[config.mk]
export PLATFORM = sky130hd
export DESIGN_NAME = tpl_ram
export DESIGN_NICKNAME = d
export VERILOG_FILES = /design/src/rtl/core/tpl_ram.sv
export SDC_FILE = /design/constraint.sdc
export NUM_CORES = 1
export LEC_CHECK = 0
export BUFFER_PORTS_ARGS = -buffer_cell sky130_fd_sc_hd__buf_2
export CAP_MARGIN = 20
export CORE_MARGIN = 3
export CORE_UTILIZATION = 50
export CTS_CLUSTER_SIZE = 14
export DETAILED_ROUTE_END_ITERATION = 8
export GPL_TIMING_DRIVEN = 0
export PLACE_DENSITY = 0.67
export SLEW_MARGIN = 20
export SYNTH_ARGS = -nofsm -noshare
export SYNTH_HDL_FRONTEND = slang
export SYNTH_SLANG_ARGS = --single-unit
[constraint.sdc]
create_clock -name clk -period 3.38 [get_ports clk]
set_input_delay 0.338 -clock clk [delete_from_list [all_inputs] [get_ports clk]]
set_output_delay 0.338 -clock clk [all_outputs]
set_load 0.01 [all_outputs]
[src/rtl/core/tpl_ram.sv]
// Generic single-port-write, single-port-read synchronous RAM with a registered read.
// Standalone; used by the triangle point locator for its triangle store.
module tpl_ram #(
	parameter int WIDTH = 8,
	parameter int DEPTH = 16,
	localparam int AW = (DEPTH > 1) ? $clog2(DEPTH) : 1
) (
	input  logic             clk,
	input  logic             we,
	input  logic [AW-1:0]    waddr,
	input  logic [WIDTH-1:0] wdata,
	input  logic [AW-1:0]    raddr,
	output logic [WIDTH-1:0] rdata
);

	logic [WIDTH-1:0] mem [DEPTH];

	always_ff @(posedge clk) begin
		if (we) begin
			mem[waddr] <= wdata;
		end
		rdata <= mem[raddr];
	end

endmodule

Word-level counts from Yosys, hierarchy flattened. Memory sizes are Yosys's and may differ from the RTL's. A register that Yosys moved wholly into a read port is not among the register bits. Cells that the tools add are included.

Multiplexer cells: 2.

Operators with widths (number): 2-to-1 mux 1 bit (2).

Register bits: 0. Memory bits (writable): 128. Input bits: 18. Output and inout port bits: 8. Memories kept: 1.

Memories: mem (depth 16, bits a word 8, rd ports 1, clocked after Yosys merged registers in 1, wr ports 1, line 16) `logic [WIDTH-1:0] mem [DEPTH];`.

Logic depth before layout (Yosys ltp).
Word-level depth: 2. Mapped depth: 5. Gate-level depth less buffers: 3.

Worst setup path before layout. Ideal clock, no wire load.

Kind: in2reg. Start point: input waddr[2]. End point: memory mem[0][0] (enable). Library setup time: 0.383 ns. Arrival: 1.448 ns. Required time: 2.997 ns. Slack: 1.549 ns. Stages: 2. Buffers on the path: 0. Path through: or3b_2 nor3_1.

RTL lines: start, declared (line 10) `input logic [AW-1:0] waddr,`; end, declared (line 16).

No word-level cell before the write port.

Worst setup path after layout.
Start point: input waddr[2]. End point: memory mem[2][1] (enable).

No word-level cell before the write port.

==> impl_results.md <==
- Status: finished clean
- Gr busiest metal: met2
- Yosys Warn Count: 0
- P_leak: around 0.0020 uW
- Drt initial violations: roughly 220
- Final setup violation count: 0
- Min-delay worst type: in -> reg
- Cells after Synth: approximately 230
- CP Launch Point: waddr[2]
- GR met1 Demand/Resource: between 20% and 30%
- Total die area: roughly 12000 um^2
- Share of layout cells above drive strength 1: around 30%
- Average size of a mapped cell: about 22 um^2
- Vias in the first global route: ~2500
- Remaining global-route overflow: 0
- Critical path capture point type: flip-flop
- Synth area leaders: edfxtp_1, mux4_2, mux4_1, dfxtp_1, a22oi_1
- Slowest CP cell: nor2_1
- Clock Sinks: about 140
- Period utilization: 45.30%
- Power density over the cells: between 600 and 700 nW/um^2
- Final Non-Filler Cells: 418
- Worst Path Required: 3510 ps
- ANT nets after route: 0
- Sw Share: between 20% and 30%
- Fmax: between 600 and 700 MHz
- R2R depth: 3
- Drt drc: 0
- Initial antenna violation count: 0
- Mapped Nets: 247
- GPL Wtd Cong: a little over 0.7
- Crit path max fanout: 8
- Post-Layout Inst Area: 6046 um^2
- Tmin final: 1531 ps
- Grt met2 use: 28.24%
- Slew @ Worst Pin: between 800 and 900 ps
- Seq pwr share: between 40% and 50%
- Vias: 2376
- IO Pins: 26
- Std cell rows: 36
- Combinational Power Share: roughly 4.8%
- Placeable Area: ~9900 um^2
- Max-Cap Viols: 0
- WL final: between 9000 and 10000 um
- Fill cells: approximately 720
- Worst-path cell chain: buf_2, or3b_2, nor2_1
- Htree depth: 4
- Worst Skew: around 3.8 ps
- Maximum vdd ir drop: 423.0 uV
- Reg-to-reg slack, setup: slightly below 2000 ps
- Post CTS Setup Buffer Count: 0
- Share of the synthesized area in the top cell type: between 70 and 80%
- GRT Util Overall: roughly a fifth
- Die X-Extent: between 100 and 150 um
- Avg WL per Cell: roughly 23 um
- Total power: around 3900 uW
- DR vias/cell: ~5.7
- Max incr delay on CP: 670 ps
- Final hold slack: around 230 ps
- Initial core utilization: 51.94%
- Number of port buffers: 24
- Drt pass-1 iters: 4
- Clock root cell: clkbuf_8
- Met3 Track Usage GR: 4.919%
- Placed cell count: 386
- Area Overhead vs Synth: 17.45%
- CTS Hold Bufs: 0
- Final net count: slightly below 300
- Yosys reg bits: approximately 140
- Post-CTS Resized: 0
- Clock buffer depth: 2
- Post-synthesis cell type count: 19
- Clock-pin slew on the worst setup and hold paths: approximately 60 ps
- Total CTS buffers: 17
- Internal power: around 3100 uW
- Number of diodes: 0
- CTS tree: yes
- Final-report hold violation count: 0
- Area of placed instances: roughly 5500 um^2
- Hold Path Cell Cnt: 1
- Die H: roughly 110 um
- RSZ-0062 raised after global routing: no
- DP HPWL: approximately 6000 um
- WP data arrival: between 1500 and 2000 ps
- Synth area leader: edfxtp_1
- Clk_lat worst skew: roughly 500 ps
- Mapped Area: 5147 um^2
- Setup TNS: 0 ps
- Beginning of the worst hold path: wdata[3]
- Worst Setup Start Kind: input pin
- Max-slew headroom: a little over two fifths
- Largest net degree at the start of global routing: 17
- Net Switching: 774.3 uW
- Clock power share: a little under half
- First-pass GRT wire length: between 10000 and 15000 um
- Seq/Total Area, Yosys: around 78%
- Crit Path Category: in -> reg
- R2R Path Start: mem[4][0]
- Final Max Tran Viols: 0
-- layer usage --
| layer | share of wire [%] | routed length (um) |
|---|---|---|
| met1 | 44 | 4354 |
| met2 | 48 | 4746 |
| met3 | 4.9 | 482 |
| met4 | 2.4 | 231 |
| met5 | 0 | 0 |
-- logic make-up after synthesis --
family / synth area share (%)
simple gates: 3.184
flops: 77.78
mux: 15.02
compound gates: 2.334
buf+inv: 1.677
-- flip-flops by register name, indices dropped and copies added (netlist names) --
name   count
mem      128
rdata      8
-- through the flow --
| step | util, % | setup slack [ps] |
|---|---|---|
| 2_1_floorplan | - | 1549 |
| 3_3_place_gp | 54.84 | 986.3 |
| 3_5_place_dp | 55.04 | 1309 |
| 4_1_cts | 61.01 | 1843 |
| 5_1_grt | 61.01 | 1762 |
| 6_report | 61.01 | 1849 |
-- critical path: cells and delay by family --
family | cells | cell delay, ps
AND/OR/NAND/NOR | 2 | 1200
buffers and inverters | 1 | 120
-- cell usage in the layout, fill, tap and decap left out, types with 4 or more instances in the layout --
master	Yosys	final
nor3_2	0	4
mux4_2	18	18
nor2_1	13	13
a22oi_1	16	16
mux4_1	14	14
nand2_1	9	9
clkbuf_8	0	5
buf_2	3	27
dfxtp_1	8	8
edfxtp_1	128	128
clkbuf_16	0	16
-- synth_stat cells --
master             n
mux4_1            14
buf_4              1
buf_2              3
clkdlybuf4s25_2    3
nand3_1            1
buf_6              3
a22oi_1           16
nor3_1             4
edfxtp_1         128
mux4_2            18
and2_1             1
nand2_1            9
dfxtp_1            8
nor2_1            13
and2b_1            1
nand3b_1           2
nand2b_1           2
or3b_2             1
nor2b_1            1
-- layout make-up --
class                           instances  area (um^2)  area share, %
Buffer                                 10        86.33          1.428
Clock buffer                           22        473.0          7.823
Clock inverter                         10        118.9          1.966
Multi-Input combinational cell         83         1077          17.82
Sequential cell                       136         4004          66.23
Tap cell                              133        166.4          2.752
Timing Repair Buffer                   24        120.1          1.987
-- path summary, 6_finish.rpt --
check | endpoint
max | mem[2][1]
max reg2reg | rdata[0]
min reg2reg | rdata[3]
min | mem[15][3]
-- power by group through the flow --
stage	clock (uW)	sequential, uW	combinational (uW)
after floorplan	0	1930	95.7
after global routing	1900	1900	198
after CTS	1810	1900	186
after detailed placement	0	1930	185
after global placement	0	1930	179
final	1780	1890	184
(Power assumes the default switching activity.)
